$ cat src/sv/sodcrc_pkg.sv
// ----------------------------------------------------------------------------
// sodcrc_pkg
// Shared widths, register indexes, reset values and the CRC-8 step function
// for the start-byte framed receiver.
// ----------------------------------------------------------------------------
package sodcrc_pkg;

  // Frame geometry.
  localparam int PAYLOAD_LEN = 3;
  localparam int ADDR_W      = (PAYLOAD_LEN > 1) ? $clog2(PAYLOAD_LEN) : 1;
  localparam logic [ADDR_W-1:0] LAST_SLOT = ADDR_W'(PAYLOAD_LEN - 1);

  // Field widths.
  localparam int BYTE_W    = 8;
  localparam int SLOT_W    = 5;
  localparam int CFG_IDX_W = 2;

  // Configuration register indexes.
  localparam logic [CFG_IDX_W-1:0] CFG_START_BYTE = 2'd0;
  localparam logic [CFG_IDX_W-1:0] CFG_CRC_POLY   = 2'd1;
  localparam logic [CFG_IDX_W-1:0] CFG_CRC_SEED   = 2'd2;
  localparam logic [CFG_IDX_W-1:0] CFG_FILL_BYTE  = 2'd3;

  // Configuration reset values.
  localparam logic [BYTE_W-1:0] START_BYTE_RST = 8'h00;
  localparam logic [BYTE_W-1:0] CRC_POLY_RST   = 8'h07;
  localparam logic [BYTE_W-1:0] CRC_SEED_RST   = 8'h00;
  localparam logic [BYTE_W-1:0] FILL_BYTE_RST  = 8'h00;

  // Configuration seen by the datapath.
  typedef struct packed {
    logic [BYTE_W-1:0] start_byte;
    logic [BYTE_W-1:0] crc_poly;
    logic [BYTE_W-1:0] crc_seed;
    logic [BYTE_W-1:0] fill_byte;
  } cfg_t;

  // One byte of an MSB-first CRC-8, no reflection, no final xor.
  function automatic logic [BYTE_W-1:0] crc8_update(
    input logic [BYTE_W-1:0] crc,
    input logic [BYTE_W-1:0] data,
    input logic [BYTE_W-1:0] poly
  );
    logic [BYTE_W-1:0] c;
    c = crc ^ data;
    for (int b = 0; b < BYTE_W; b++) begin
      if (c[BYTE_W-1]) begin
        c = {c[BYTE_W-2:0], 1'b0} ^ poly;
      end else begin
        c = {c[BYTE_W-2:0], 1'b0};
      end
    end
    return c;
  endfunction

endpackage

$ cat src/sv/sodcrc_cfg_regs.sv
// ----------------------------------------------------------------------------
// sodcrc_cfg_regs
// Configuration register file: start byte, CRC polynomial, CRC seed and
// fill byte, written through a plain write port.
// ----------------------------------------------------------------------------
module sodcrc_cfg_regs (
  input  logic                               clk,
  input  logic                               rst,
  input  logic                               cfg_wr_en,
  input  logic [sodcrc_pkg::CFG_IDX_W-1:0]   cfg_index,
  input  logic [sodcrc_pkg::BYTE_W-1:0]      cfg_data,
  output sodcrc_pkg::cfg_t                   cfg
);
  import sodcrc_pkg::*;

  // Register writes; every index of the port maps to a register.
  always_ff @(posedge clk) begin
    if (rst) begin
      cfg.start_byte <= START_BYTE_RST;
      cfg.crc_poly   <= CRC_POLY_RST;
      cfg.crc_seed   <= CRC_SEED_RST;
      cfg.fill_byte  <= FILL_BYTE_RST;
    end else if (cfg_wr_en) begin
      unique case (cfg_index)
        CFG_START_BYTE: cfg.start_byte <= cfg_data;
        CFG_CRC_POLY:   cfg.crc_poly   <= cfg_data;
        CFG_CRC_SEED:   cfg.crc_seed   <= cfg_data;
        CFG_FILL_BYTE:  cfg.fill_byte  <= cfg_data;
        default: ;
      endcase
    end
  end

endmodule

$ cat src/sv/sodcrc_payload_ram.sv
// ----------------------------------------------------------------------------
// sodcrc_payload_ram
// Payload buffer: one write port and one read port with registered read
// data. The read data holds while no read is issued.
// ----------------------------------------------------------------------------
module sodcrc_payload_ram (
  input  logic                             clk,
  input  logic                             wr_en,
  input  logic [sodcrc_pkg::ADDR_W-1:0]    wr_addr,
  input  logic [sodcrc_pkg::BYTE_W-1:0]    wr_data,
  input  logic                             rd_en,
  input  logic [sodcrc_pkg::ADDR_W-1:0]    rd_addr,
  output logic [sodcrc_pkg::BYTE_W-1:0]    rd_data
);
  import sodcrc_pkg::*;

  logic [BYTE_W-1:0] mem [PAYLOAD_LEN];

  // Write port.
  always_ff @(posedge clk) begin
    if (wr_en) begin
      mem[wr_addr] <= wr_data;
    end
  end

  // Read port, registered.
  always_ff @(posedge clk) begin
    if (rd_en) begin
      rd_data <= mem[rd_addr];
    end
  end

endmodule

$ cat src/sv/sod_crc8_frame_receiver.sv
// ----------------------------------------------------------------------------
// sod_crc8_frame_receiver
// Hunts for a start byte, buffers a fixed-length payload while running a
// CRC-8 over it, checks the following CRC byte and plays the frame out.
// ----------------------------------------------------------------------------
// Usage:
// Received bytes enter on rx_byte with in_valid/in_stall; a transfer happens
// at an edge where in_valid is high and in_stall is low. Each frame is a
// start byte, PAYLOAD_LEN payload bytes and one CRC byte. The payload is
// kept in a small synchronous RAM. After the CRC byte the block raises
// in_stall and reads the RAM back: each result takes a read state (S_READ)
// and then a wait state (S_WAIT) that moves the read data into the output
// register once that register is free, and results keep coming while
// out_stall is low. The last result carries last_byte; the block then
// hunts again and accepts input while that result still waits.
// If the receiver holds out_stall, the output register holds its result and
// playback pauses on the RAM read data. Reset puts the block in the hunting
// state with an empty output register and the configuration registers at
// their defaults; the payload RAM needs no clearing. Configuration is
// written via cfg_wr_en.
// ----------------------------------------------------------------------------
module sod_crc8_frame_receiver (
  input  logic                              clk,
  input  logic                              rst,
  // Configuration write port
  input  logic                              cfg_wr_en,
  input  logic [sodcrc_pkg::CFG_IDX_W-1:0]  cfg_index,
  input  logic [sodcrc_pkg::BYTE_W-1:0]     cfg_data,
  // Received byte channel
  input  logic                              in_valid,
  output logic                              in_stall,
  input  logic [sodcrc_pkg::BYTE_W-1:0]     rx_byte,
  // Result channel
  output logic                              out_valid,
  input  logic                              out_stall,
  output logic [sodcrc_pkg::BYTE_W-1:0]     data_byte,
  output logic [sodcrc_pkg::SLOT_W-1:0]     slot_index,
  output logic                              frame_ok,
  output logic                              last_byte
);
  import sodcrc_pkg::*;

  typedef enum logic [4:0] {
    S_HUNT = 5'b00001,
    S_LOAD = 5'b00010,
    S_CRC  = 5'b00100,
    S_READ = 5'b01000,
    S_WAIT = 5'b10000
  } state_t;

  cfg_t              cfg;
  state_t            state, state_next;
  logic [ADDR_W-1:0] slot;
  logic [BYTE_W-1:0] running_crc;
  logic              frame_ok_lat;
  logic [BYTE_W-1:0] fill_lat;
  logic [BYTE_W-1:0] ram_rd_data;
  logic              ram_wr_en;
  logic              ram_rd_en;
  logic              out_load;
  logic              in_xfer;
  logic              out_free;
  logic              slot_last;
  logic              start_hit;

  sodcrc_cfg_regs u_cfg (
    .clk       (clk),
    .rst       (rst),
    .cfg_wr_en (cfg_wr_en),
    .cfg_index (cfg_index),
    .cfg_data  (cfg_data),
    .cfg       (cfg)
  );

  sodcrc_payload_ram u_ram (
    .clk     (clk),
    .wr_en   (ram_wr_en),
    .wr_addr (slot),
    .wr_data (rx_byte),
    .rd_en   (ram_rd_en),
    .rd_addr (slot),
    .rd_data (ram_rd_data)
  );

  // Input is taken only while receiving; playback holds it off.
  assign in_stall  = !(state == S_HUNT || state == S_LOAD || state == S_CRC);
  assign in_xfer   = in_valid && !in_stall;
  assign out_free  = !out_valid || !out_stall;
  assign slot_last = (slot == LAST_SLOT);
  assign start_hit = in_xfer && (state == S_HUNT) && (rx_byte == cfg.start_byte);

  // Frame sequencer.
  always_comb begin
    state_next = state;
    ram_wr_en  = 1'b0;
    ram_rd_en  = 1'b0;
    out_load   = 1'b0;
    unique case (state)
      S_HUNT: begin
        if (start_hit) begin
          state_next = S_LOAD;
        end
      end
      S_LOAD: begin
        if (in_xfer) begin
          ram_wr_en = 1'b1;
          if (slot_last) begin
            state_next = S_CRC;
          end
        end
      end
      S_CRC: begin
        if (in_xfer) begin
          state_next = S_READ;
        end
      end
      S_READ: begin
        ram_rd_en  = 1'b1;
        state_next = S_WAIT;
      end
      S_WAIT: begin
        if (out_free) begin
          out_load   = 1'b1;
          state_next = slot_last ? S_HUNT : S_READ;
        end
      end
      default: state_next = S_HUNT;
    endcase
  end

  // State, slot counter and running CRC.
  always_ff @(posedge clk) begin
    if (rst) begin
      state       <= S_HUNT;
      slot        <= '0;
      running_crc <= '0;
    end else begin
      state <= state_next;
      if (start_hit) begin
        slot        <= '0;
        running_crc <= cfg.crc_seed;
      end else if (ram_wr_en || out_load) begin
        slot <= slot_last ? '0 : slot + ADDR_W'(1);
      end
      if (ram_wr_en) begin
        running_crc <= crc8_update(running_crc, rx_byte, cfg.crc_poly);
      end
    end
  end

  // Check verdict and fill byte, captured with the CRC byte.
  always_ff @(posedge clk) begin
    if (in_xfer && state == S_CRC) begin
      frame_ok_lat <= (rx_byte == running_crc);
      fill_lat     <= cfg.fill_byte;
    end
  end

  // Output register.
  always_ff @(posedge clk) begin
    if (rst) begin
      out_valid <= 1'b0;
    end else if (out_load) begin
      out_valid <= 1'b1;
    end else if (!out_stall) begin
      out_valid <= 1'b0;
    end
  end

  always_ff @(posedge clk) begin
    if (out_load) begin
      data_byte  <= frame_ok_lat ? ram_rd_data : fill_lat;
      slot_index <= SLOT_W'(slot);
      frame_ok   <= frame_ok_lat;
      last_byte  <= slot_last;
    end
  end

  // The last result of a frame always sits in the final payload slot.
  a_last_slot: assert property (@(posedge clk) disable iff (rst)
    out_valid && last_byte |-> slot_index == SLOT_W'(PAYLOAD_LEN - 1))
    else $error("last_byte on a slot other than the final one");

  // A failed frame reports the fill byte captured with its CRC byte.
  a_fill_on_fail: assert property (@(posedge clk) disable iff (rst)
    out_load && !frame_ok_lat |=> data_byte == $past(fill_lat))
    else $error("failed frame did not report the fill byte");

  // The CRC byte transfer starts playback from the first slot.
  a_playback_start: assert property (@(posedge clk) disable iff (rst)
    in_xfer && state == S_CRC |=> state == S_READ && slot == '0)
    else $error("playback did not start at slot zero");

endmodule
$ cat config.mk
export PLATFORM = sky130hd
export DESIGN_NAME = sod_crc8_frame_receiver
export DESIGN_NICKNAME = d
export VERILOG_FILES = /design/src/sv/sodcrc_pkg.sv /design/src/sv/sodcrc_cfg_regs.sv /design/src/sv/sodcrc_payload_ram.sv /design/src/sv/sod_crc8_frame_receiver.sv
export SDC_FILE = /design/constraint.sdc
export NUM_CORES = 1
export LEC_CHECK = 0
export ABC_AREA = 1
export BUFFER_PORTS_ARGS = -buffer_cell sky130_fd_sc_hd__buf_4
export CORE_MARGIN = 2
export CORE_UTILIZATION = 25
export CTS_CLUSTER_DIAMETER = 120
export DETAILED_ROUTE_END_ITERATION = 10
export PLACE_DENSITY = 0.47
export SLEW_MARGIN = 20
export SYNTH_ARGS = -nofsm -noshare
export SYNTH_HDL_FRONTEND = slang
export SYNTH_HIERARCHICAL = 1
export SYNTH_SLANG_ARGS = --single-unit
$ cat constraint.sdc
create_clock -name clk -period 3.74 [get_ports clk]
set_input_delay 0.187 -clock clk [delete_from_list [all_inputs] [get_ports clk]]
set_output_delay 0.187 -clock clk [all_outputs]
set_load 0.03 [all_outputs]
# ---- Word-level counts from Yosys, hierarchy flattened
# Memories as Yosys holds them, arrays and structs flattened. A register that Yosys moved wholly into a read port is not among the register bits.
# Cells that the tools add are included.
dict set report word_totals {
  ramBits 24
  word_cells 103
  output_inout_bits 17
  memories 1
  register_bits 69
}
# name words width read_ports rd_ports_with_merged_regs write_ports line
set mem_list {}
lappend mem_list {u_ram.mem 3 8 1 1 1 sodcrc_payload_ram.sv:17} ;# logic [BYTE_W-1:0] mem [PAYLOAD_LEN];
dict set report op_classes {
  addsub 1
  reduce_logical 19
  mux 42
  eq_ne 17
  n_bitwise 9
}
# operator n
set ops {}
lappend ops {{8-bit two-way mux} 25}
lappend ops {{8-bit XOR} 9}
lappend ops {{5-bit two-way mux} 5}
lappend ops {{5-bit one-hot mux with 5 select lines} 1}
lappend ops {{8-bit == test} 2}
lappend ops {{2-bit != test, second input constant} 5}
lappend ops {{1-bit two-way mux} 9}
lappend ops {{2-bit AND reduction} 4}
lappend ops {{2-bit == test, second input constant} 3}
lappend ops {{5-bit by 1-bit == test with 1-bit output, second input constant} 1}
lappend ops {{5-bit by 2-bit == test with 1-bit output, second input constant} 1}
lappend ops {{5-bit by 3-bit == test with 1-bit output, second input constant} 1}
lappend ops {{5-bit by 4-bit == test with 1-bit output, second input constant} 1}
lappend ops {{5-bit == test, second input constant} 1}
lappend ops {{5-bit AND reduction} 1}
lappend ops {{1-bit logical AND} 4}
lappend ops {{1-bit logical OR} 4}
lappend ops {{4-bit two-way mux} 1}
lappend ops {{1-bit zero test} 3}
lappend ops {{2-bit by 1-bit adder with 2-bit output, second input constant} 1}
lappend ops {{2-bit by 1-bit == test with 1-bit output, second input constant} 1}
lappend ops {{2-bit zero test} 1}
lappend ops {{2-bit two-way mux} 1}
lappend ops {{2-bit by 1-bit != test with 1-bit output, second input constant} 1}
lappend ops {{other kinds (2)} 2}

# ---- Logic depth before layout (Yosys ltp)
dict set report logic_depth {
  word_depth 35
  depth_mapped 31
  ltp_nobuf 30
}

# ---- Cells and area by module
# The synthesis kept the hierarchy.
# mod seq_area_each_um2 cells_each area_each_um2 n_inst
set modules_own_cells {}
lappend modules_own_cells {sod_crc8_frame_receiver 950.9 480 3313.2 1}
lappend modules_own_cells {sodcrc_cfg_regs 640.6 202 1327.5 1}
lappend modules_own_cells {sodcrc_payload_ram 960.9 97 1224.9 1}

# ---- Least setup slack after synthesis
# Ideal clock, no wire load.
dict set report synth_timing {
  path_kind {register -> register}
  from {register running_crc[7]}
  to {register running_crc[1]}
  arrival_ns 2.459
  synth_period_minus_slack_ns 2.598
  stages_incl_launch_ff 26
  setup_time_ns 0.139
  setup_slack_ns 1.142
  path_cell_list {dfxtp_1 > inv_1 > nand2_1 > nand2_2 > nand3_1 > nand2_1 > buf_6 > nand3_1 > nand2_2 > inv_2 > nand2_4 > nand3_1 > nand2_2 > nand3_4 > inv_2 > nand2_4 > nand2_8 > nand2_1 > nand3_1 > nand2_1 > nor2_2 > nor2_8 > nand2_1 > nand3_1 > nand2_1 > a21oi_2}
}
dict set report synth_via {
  elab_chain_cells 30
  elab_cells_between_ends 31
}
# element line
set synth_rtl {}
lappend synth_rtl {{from (decl)} sod_crc8_frame_receiver.sv:54} ;# logic [BYTE_W-1:0] running_crc;
lappend synth_rtl {{from (signal assigned)} sod_crc8_frame_receiver.sv:141} ;# running_crc <= cfg.crc_seed;
lappend synth_rtl {{from (signal assigned)} sod_crc8_frame_receiver.sv:146} ;# running_crc <= crc8_update(running_crc, rx_byte, cfg.crc_poly);
lappend synth_rtl {{8-bit XOR *} sodcrc_pkg.sv:45} ;# c = crc ^ data;
lappend synth_rtl {{8-bit two-way mux *} sodcrc_pkg.sv:47} ;# if (c[BYTE_W-1]) begin
lappend synth_rtl {{8-bit two-way mux *} sod_crc8_frame_receiver.sv:145} ;# if (ram_wr_en) begin
lappend synth_rtl {{8-bit two-way mux *} sod_crc8_frame_receiver.sv:133} ;# if (rst) begin
lappend synth_rtl {{8-bit XOR} sodcrc_pkg.sv:48} ;# c = {c[BYTE_W-2:0], 1'b0} ^ poly;
lappend synth_rtl {{8-bit two-way mux *} sodcrc_pkg.sv:47}
lappend synth_rtl {{8-bit two-way mux *} sod_crc8_frame_receiver.sv:145}
lappend synth_rtl {{8-bit two-way mux *} sod_crc8_frame_receiver.sv:133}
lappend synth_rtl {{[14 not listed]} -}
lappend synth_rtl {{8-bit two-way mux *} sod_crc8_frame_receiver.sv:145}
lappend synth_rtl {{8-bit two-way mux *} sod_crc8_frame_receiver.sv:133}
lappend synth_rtl {{8-bit two-way mux *} sodcrc_pkg.sv:47}
lappend synth_rtl {{8-bit two-way mux *} sod_crc8_frame_receiver.sv:145}
lappend synth_rtl {{8-bit two-way mux *} sod_crc8_frame_receiver.sv:133}
lappend synth_rtl {{8-bit XOR or 8-bit two-way mux (tied branches)} {sodcrc_pkg.sv:48, sod_crc8_frame_receiver.sv:133}}
lappend synth_rtl {{8-bit two-way mux *} sodcrc_pkg.sv:47}
lappend synth_rtl {{8-bit two-way mux *} sod_crc8_frame_receiver.sv:145}
# Mark *: on every way between the ends. The rest lies on a longest branch, timed or not. The select of a mux whose other input is x is not followed.
# A chain may end at the register's enable or synchronous reset.

# ---- Final worst setup path
dict set report layout_timing {
  from {register running_crc[7]}
  to {register running_crc[3]}
}
dict set report layout_via {
  elab_chain_cells 30
  elab_cells_between_ends 31
}
# element line
set layout_rtl {}
lappend layout_rtl {{8-bit XOR *} sodcrc_pkg.sv:45}
lappend layout_rtl {{8-bit two-way mux *} sodcrc_pkg.sv:47}
lappend layout_rtl {{8-bit two-way mux *} sod_crc8_frame_receiver.sv:145}
lappend layout_rtl {{8-bit two-way mux *} sod_crc8_frame_receiver.sv:133}
lappend layout_rtl {{8-bit XOR} sodcrc_pkg.sv:48}
lappend layout_rtl {{8-bit two-way mux *} sodcrc_pkg.sv:47}
lappend layout_rtl {{8-bit two-way mux *} sod_crc8_frame_receiver.sv:145}
lappend layout_rtl {{8-bit two-way mux *} sod_crc8_frame_receiver.sv:133}
lappend layout_rtl {{[14 not listed]} -}
lappend layout_rtl {{8-bit two-way mux *} sod_crc8_frame_receiver.sv:133}
lappend layout_rtl {{8-bit XOR or 8-bit two-way mux (tied branches)} {sodcrc_pkg.sv:48, sod_crc8_frame_receiver.sv:133}}
lappend layout_rtl {{8-bit two-way mux *} sodcrc_pkg.sv:47}
lappend layout_rtl {{8-bit two-way mux *} sod_crc8_frame_receiver.sv:145}
lappend layout_rtl {{8-bit two-way mux *} sod_crc8_frame_receiver.sv:133}
lappend layout_rtl {{8-bit XOR or 8-bit two-way mux (tied branches)} {sodcrc_pkg.sv:48, sod_crc8_frame_receiver.sv:133}}
lappend layout_rtl {{8-bit two-way mux *} sodcrc_pkg.sv:47}
lappend layout_rtl {{8-bit two-way mux *} sod_crc8_frame_receiver.sv:145}
# Marks and branches as above.

==> results.txt <==
Outcome - finished clean
Ratio of cells with drive above 1 in the final layout - 16.1%
Core box area - 23,300 um2
CP dominant cell by count - nand2_1
Post-synthesis cell area - 5870 um2
Largest net degree at the start of global routing - 33
Mean post-synth cell area - 7.53 um2
Detail Placement HPWL - 11.1 mm
Via density per instance - 4.19
Clock Sinks - 101
Synth Instances - 779
Worst path max stage delay - 0.34 ns
Die height - 157 um
Skew-Pair Late Insertion Delay - 0.35 ns
Row cnt - 56
Hold Crit Class - primary input to register
Synth Flop Type - edfxtp_1
CP delay by family, top - simple AND/OR/NAND/NOR gates
Endpoints failing setup - 0
Count of state elements after synthesis - 101
Vias post-DR - 4,771
Pwr/cell area - 433 nW/um2
Wire per inst - 13.2 um
Antenna violations before repair - 0
VDD IR-drop max - 222 uV
Startpoint types - register
Initial Util - 25.2%
Fin crit share - 85.4%
CP Max Fanout - 16
Setup tns final - 0 ns
CTS Buf Count - 9
CTS tree - yes
Top Ports - 40
Worst-path clk slew - 0.07 ns
Post-synth EDFFs - 53
Count of cell types in the netlist - 39
H-tree Lvls - 3
Slew @ Worst Pin - 1.06 ns
FFs w/ async S/R, synth - 0%
Global route overflow - 0
Ys Warns - 6
Die width - 157 um
Fin Clk Skew - 0.00948 ns
RSZ-0062 raised after global routing - false
NumNets Final - 837
Post-cts hold buffer count - 0
Most common cell after layout, fill and taps aside - nand2_1
Routed WL - 15.0 mm
Relative slew margins - 29.2%
Global Route Usage Sum - 12.6%
Routability cong. - 0.825
Routed Antenna Nets - 0
Port Buffer Count - 36
Leak Pwr - 3.03 nW
Diode count - 0
Max-cap violations - 0
WP buf/inv - 4
Slew Viols, Final - 0
Vias in the first global route - 4,497
DRC - 0
Starting DRT DRC Count - 365
Slowest CP cell - dfxtp_1
First-pass GRT wire length - 24.1 mm
Post-synthesis sequential area ratio - 43.5%
DIE AREA - 24,700 um2
Root Buffer - clkbuf_16
Critical path class - register to register
CP Capture Type - register
Worst Path Required - 3.98 ns
CTS max path bufs - 2
Total iterations of the first detailed-routing run - 5
Maximum clock frequency - 0.313 GHz
P&R area growth vs syn - 15.6%
Arr. time, crit path - 3.43 ns
Most used cells in the layout excluding fill and tap cells - 234 x nand2_1, 107 x inv_1, 81 x nor2_1, 81 x nand3_1, 53 x edfxtp_1
Hold Vio Cnt, Final - 0
Power, Total - 2.94 mW
Post-layout min period - 3.19 ns
==> report_power, final <==
group | internal [mW] | switching [mW] | total (mW)
Combinational | 0.253 | 0.515 | 0.768
Sequential | 1.21 | 0.0392 | 1.25
Clock | 0.469 | 0.450 | 0.918
Total | 1.93 | 1.00 | 2.94
==> worst reg2reg max path: cells and delay by family (launching register included) <==
kind                   cells  cell delay [ns]
AND/OR/NAND/NOR           21             2.44
flip-flops                 1             0.34
buffers and inverters      4             0.25
AO/OA/AOI/OAI              1             0.06
==> final timing paths <==
check                          to  slack [ns]  cells past startpoint      startpoint
setup reg to reg   running_crc[3]        0.55                     26  running_crc[7]
setup / recovery   running_crc[3]        0.55                     26  running_crc[7]
hold reg to reg       fill_lat[2]        0.43                      0    u_cfg/cfg[2]
hold / removal    u_ram/mem[0][5]        0.07                      1      rx_byte[5]
==> repair_timing <==
| item | in CTS | in global routing |
|---|---|---|
| resized for setup | 0 | 1 |
| buffers inserted | 0 | 0 |
| setup endpoints to repair | 0 | 1 |
==> per-layer routing <==
| metal | wire length (um) | vias to the layer above | track usage (%) |
|---|---|---|---|
| met5 | 0 | - | 0 |
| met4 | 375 | 0 | 4.98 |
| met3 | 509 | 21 | 2.12 |
| met2 | 7080 | 91 | 20.9 |
| met1 | 7020 | 2147 | 16.5 |
| li1 | - | 2512 | - |
==> sequential cells by signal, indices dropped and copies added (netlist names) <==
| register | flops |
|---|---|
| slot_index | 2 |
| slot | 2 |
| u_ram/mem | 24 |
| u_ram/rd_data | 8 |
| fill_lat | 8 |
| u_cfg/cfg | 32 |
| last_byte | 1 |
| data_byte | 8 |
| frame_ok_lat | 1 |
| running_crc | 8 |
| out_valid | 1 |
| frame_ok | 1 |
| state | 5 |
==> synth_stat cells (3+ instances only) <==
cell type,count,area [um2]
a21oi_1,15,75.1
a21oi_2,7,61.3
buf_2,11,55.1
buf_4,8,60.1
clkbuf_1,7,26.3
dfxtp_1,48,961
edfxtp_1,53,1590
inv_1,107,402
inv_2,9,33.8
mux2_2,8,90.1
nand2_1,235,882
nand2_2,9,56.3
nand2_4,8,90.1
nand3_1,81,405
nand3_2,9,90.1
nand3_4,4,70.1
nand4_1,8,50.1
nor2_1,81,304
nor2_4,3,33.8
nor3_1,4,20.0
nor4_1,4,25.0
o21a_1,7,52.6
o21ai_0,12,60.1
o21ai_1,3,15.0
xnor2_1,15,131
xor2_1,8,70.1
==> cells by family after synthesis <==
family / synth area share [%]
muxes: 1.54
buffers and inverters: 10.3
other: 0.0639
DFF: 43.5
AOI/OAI and AO/OA: 4.88
and+or+nand+nor: 35.7
xor gates and xnor gates: 3.99
==> layout make-up <==
| type | count | area, um2 |
|---|---|---|
| Clock inverter | 7 | 68.8 |
| Fill cell | 2570 | 16500 |
| Tap cell | 319 | 399 |
| Clock buffer | 9 | 225 |
| Timing Repair Buffer | 50 | 375 |
| Multi-Input combinational cell | 535 | 2720 |
| Sequential cell | 101 | 2550 |
| Inverter | 117 | 442 |
==> metrics by stage <==
stage	hold slack, ns	instances	setup WS (ns)	cell area, um2	util [%]
global route	0.0657	1138	0.101	6780	29.1
global placement	0.414	1122	0.459	6480	27.9
floorplan	0.283	781	1.14	5870	-
detailed placement	0.413	1122	0.436	6480	27.9
finish	0.0682	1138	0.547	6780	29.1
CTS	0.0609	1138	0.445	6780	29.1
Note: power is estimated with default switching activity, not from simulation.
